File: config.mk
export PLATFORM = sky130hd
export DESIGN_NAME = iirbq_ram
export DESIGN_NICKNAME = d
export VERILOG_FILES = /design/src/iirbq_ram.sv
export SDC_FILE = /design/constraint.sdc
export NUM_CORES = 2
export LEC_CHECK = 0
export ABC_AREA = 0
export BUFFER_PORTS_ARGS = -buffer_cell sky130_fd_sc_hd__clkbuf_2
export CAP_MARGIN = 20
export CORE_ASPECT_RATIO = 0.7
export CORE_MARGIN = 5
export CORE_UTILIZATION = 30
export CTS_BUF_LIST = sky130_fd_sc_hd__clkbuf_4 sky130_fd_sc_hd__clkbuf_8
export CTS_CLUSTER_DIAMETER = 60
export DETAILED_ROUTE_END_ITERATION = 16
export PLACE_DENSITY = 0.45
export SYNTH_ARGS = -nofsm -noshare
export SYNTH_HDL_FRONTEND = slang
export SYNTH_SLANG_ARGS = --single-unit
File: constraint.sdc
create_clock -name clk -period 4.2 [get_ports clk]
set_input_delay 0.84 -clock clk [delete_from_list [all_inputs] [get_ports clk]]
set_output_delay 0.84 -clock clk [all_outputs]
set_load 0.02 [all_outputs]
File: src/iirbq_ram.sv
// generic single write port, single read port ram with registered read
// no dependencies
`timescale 1ns / 1ps
`default_nettype none

module iirbq_ram #(
  parameter int WIDTH = 32,
  parameter int DEPTH = 56
) (
  input  wire logic                     clk,
  input  wire logic                     wen,
  input  wire logic [$clog2(DEPTH)-1:0] waddr,
  input  wire logic [WIDTH-1:0]         wdata,
  input  wire logic [$clog2(DEPTH)-1:0] raddr,
  output logic      [WIDTH-1:0]         rdata
);

  logic [WIDTH-1:0] mem [DEPTH];

  always_ff @(posedge clk) begin
    if (wen) begin
      mem[waddr] <= wdata;
    end
    rdata <= mem[raddr];
  end

endmodule

`default_nettype wire

==> Word-level counts from Yosys, hierarchy flattened <==
Memories as Yosys holds them, arrays and structs flattened. A register that Yosys moved wholly into a read port is not among the register bits.
Cells that the tools add are included.
{ "classes": {"mux": 2} }
{ "op_table": {"columns": ["op", "n"], "rows": [
  ["1-bit two-way mux", 2]
]} }
{ "totals": {"regBits": 0, "word_cells": 3, "ram_bits": 1792, "mem_count": 1, "out_inout_bits": 32, "input_bits": 46} }
{ "memory_table": {"columns": ["name", "words", "width", "rd", "rd_ports_with_merged_regs", "wr", "line", "rtl"], "rows": [
  ["mem", 56, 32, 1, 1, 1, "18", "logic [WIDTH-1:0] mem [DEPTH];"]
]} }

==> Depth between registers and ports, before layout <==
{ "depth": {"depth_word": 2, "depth_mapped": 10, "depth_no_buf": 5} }

==> Least setup slack after synthesis <==
No wires, ideal clock.
{ "synth_path": {"path_kind": "in2reg", "startpoint": "input port wen", "endpoint": "memory mem[25][0], enable pin", "required_ns": 3.739, "n_path_buf": 1, "slack_ns": 0.142, "setup_time_ns": 0.461, "t_arrival_ns": 3.597, "stages": 5, "cell_sequence": "clkbuf_1 -> nand2_1 -> nor2_1 -> nand3_1 -> nor3_1"} }
{ "synth_between": {"elab_chain_cells": 2} }
{ "synth_rtl": {"columns": ["item", "line", "rtl"], "rows": [
  ["from (decl)", "11", "input wire logic wen,"],
  ["1-bit two-way mux", "21", "if (wen) begin"],
  ["1-bit two-way mux (implied by the code)", "22", "mem[waddr] <= wdata;"],
  ["to (decl)", "18", null]
]} }
No other way between the ends.

==> Worst setup path after layout <==
{ "layout_path": {"startpoint": "register rdata[23], read port of mem", "endpoint": "output port rdata[23]"} }
{ "layout_rtl": {"columns": ["item", "line", "rtl"], "rows": [
  ["from (decl)", "15", "output logic [WIDTH-1:0] rdata"]
]} }
No word-level cell between the ends.

==> flow_metrics.env <==
export IMPL_synth_area_leaders="edfxtp_1 77%, mux4_2 9.0%, mux2i_1 5.4%"
export IMPL_outcome="finished, final reports clean"
export IMPL_wl_mm=191.7
export IMPL_cp_slowest_cell="dfxtp_1"
export IMPL_cts_resized=0
export IMPL_slew_viol_final=0
export IMPL_ys_flop_type="edfxtp_1"
export IMPL_crit_family="flip-flops"
export IMPL_ys_seq_area_share_pct=77.78
export IMPL_start_kind="flop"
export IMPL_pwr_share_clk_pct=40.2
export IMPL_cp_cell_sequence="clkbuf_2"
export IMPL_setup_slack_ps=1658
export IMPL_core_sq_um=232400
export IMPL_path_max_fanout=1
export IMPL_ys_async_sr_fraction_pct=0
export IMPL_initialDrtViolationCount=2811
export IMPL_ant_nets=0
export IMPL_via_per_inst=4.920
export IMPL_drt_first_pass_iters=7
export IMPL_die_y_microns=414.2
export IMPL_synth_most_common_cell="edfxtp_1"
export IMPL_fin_tns_setup_ps=0
export IMPL_max_freq_ghz=0.3934
export IMPL_syn_inst=3393
export IMPL_hold_viol_final=0
export IMPL_wire_per_inst_microns=27.26
export IMPL_cts_num_sinks=1824
export IMPL_seq_power_share_pct=54.5
export IMPL_rr_startpoint="mem[15][19]"
export IMPL_finClkSkew_ps=39.37
export IMPL_die_width_microns=587.4
export IMPL_port_buffers=77
export IMPL_finalSetupViolations=0
export IMPL_vdd_drop_max_mv=0.2564
export IMPL_htreeDepth=5
export IMPL_grt_pass1_wl_mm=271.2
export IMPL_area_growth_pct=15.97
export IMPL_avgSynthCellArea_sq_um=20.63
export IMPL_timing_worst_setup_path_type="reg2out"
export IMPL_required_ps=3360
export IMPL_hold_buffers=0
export IMPL_grt_max_degree=62
export IMPL_fin_area_sq_um=81190
export IMPL_yosysTopAreaCellShare_pct=76.86
export IMPL_dieArea_sq_um=243300
export IMPL_yosys_area_top_type="edfxtp_1"
export IMPL_dr_total_vias=34600
export IMPL_gp_congestion=0.7379
export IMPL_powerDensity_nw_per_um2=457.6
export IMPL_nNetsFinal=3792
export IMPL_hp_class="in2reg"
export IMPL_cts_root_buf="clkbuf_8"
export IMPL_slew_headroom_pct=28.64
export IMPL_synth_edf_count=1792
export IMPL_cts_buffers=283
export IMPL_min_from="wdata[11]"
export IMPL_hpwl_mm=111.3
export IMPL_synth_commonest_cells="1792 x edfxtp_1, 380 x mux2i_1, 280 x mux4_2, 145 x nand2_1, 96 x a21oi_1"
export IMPL_grt_overflow_total=0
export IMPL_dp_slack_ps=701.5
export IMPL_drt_drc_violations_left=0
export IMPL_switching_power_mw=8.278
export IMPL_post_cts_setup_buffers=0
export IMPL_crit_path_end_kind="primary output"
export IMPL_cts_tree="done"
export IMPL_critPathLaunch="rdata[23]"
export IMPL_antenna_found_initial=18
export IMPL_start_util_pct=30.12
export IMPL_first_global_vias=35520
export IMPL_swShare_pct=22.28
export IMPL_drive_gt1_share_pct=27.81
export IMPL_synth_fp_nets=3439
export IMPL_crit_arrival_ps=1700
export IMPL_period_share_pct=60.52
export IMPL_period_minus_slack_ps=2542
export IMPL_rsz0062_at_grt="false"
export IMPL_grt_usage_pct=15.31
export IMPL_synth_seq_cells=1824
export IMPL_core_rowCount=148
export IMPL_placed_cell_area_sq_um=75330
export IMPL_clk_pin_slew_ps=60
export IMPL_tightest_slew_ps=1070
export IMPL_path_buf_inv=1
export IMPL_combPwrFrac_pct=5.3
export IMPL_synth_warnings=0
export IMPL_ioPinCount=78
export IMPL_slowest_delay_ps=550
export IMPL_drv_cap=0
export IMPL_clk_latency_ps=910
export IMPL_yosysUniqueCellTypes=40
export IMPL_internal_power_mw=28.88
export IMPL_synth_area_sq_um=70010
export IMPL_clockBufferDepth=4
export IMPL_p_leak_nw=26.22
flip-flops by register name (all words and copies together), names as in the netlist:
| signal | flops |
|---|---|
| mem | 1792 |
| rdata | 32 |
stage by stage:
| stage | total power [mW] | instances | util, % | hold slack [ps] |
|---|---|---|---|---|
| CTS | 37.63 | 7008 | 34.79 | 338.3 |
| detailed placement | 22.62 | 6521 | 32.41 | 714.2 |
| floorplan | 21.64 | 3393 | - | 664.6 |
| finish | 37.15 | 7032 | 34.94 | 251.8 |
| global placement | 22.60 | 6517 | 32.38 | 706.8 |
| global route | 38.59 | 7024 | 34.93 | 187.0 |
logic make-up after synthesis:
family | Yosys count | synth area share (%)
mux | 692 | 14.96
flops | 1824 | 77.78
simple gates | 314 | 2.011
buf+inv | 197 | 1.726
compound gates | 366 | 3.528
cell type report:
type	instances	area [sq um]
Antenna cell	9	22.52
Clock buffer	428	5134
Clock inverter	59	384.1
Fill cell	21540	151200
Multi-Input combinational cell	1372	14800
Sequential cell	1824	54450
Tap cell	3075	3847
Timing Repair Buffer	265	2552
metal layers:
layer / part of all wire (%) / vias up / routed length (microns) / GRT usage (%)
met2: 43 / 931 / 83180 / 22.23
met4: 1.9 / 12 / 3573 / 3.402
met1: 49 / 18640 / 94110 / 23.46
met5: 0.034 / - / 66 / 0
met3: 5.6 / 266 / 10750 / 3.286
li1: - / 14750 / - / -
cell usage in the layout (no fill, tap or decap), types with 54 or more instances in the layout:
| master | n |
|---|---|
| a31oi_1 | 64 |
| nor2_4 | 54 |
| clkbuf_8 | 307 |
| mux2i_1 | 380 |
| edfxtp_1 | 1792 |
| a21oi_1 | 96 |
| mux4_2 | 280 |
| clkbuf_2 | 71 |
| nand2_1 | 145 |
| buf_4 | 136 |
| clkbuf_4 | 121 |
worst paths after layout:
path	to	slack, ps	cells past startpoint
worst max register to register	rdata[19]	2270	5
worst min-delay path	mem[20][11]	250	1
worst min register to register	rdata[22]	730	4
worst max-delay path	rdata[23]	1660	1
power by group through the flow:
stage          Sequential [mW]  Combinational [mW]  Clock (mW)
2_1_floorplan             20.6                1.02           0
3_3_place_gp              20.6                1.95           0
3_5_place_dp              20.6                1.97           0
4_1_cts                   20.3                1.97        15.4
5_1_grt                   20.2                2.10        16.3
6_report                  20.2                1.97        14.9
No activity file was read; power rests on OpenSTA's default activity.
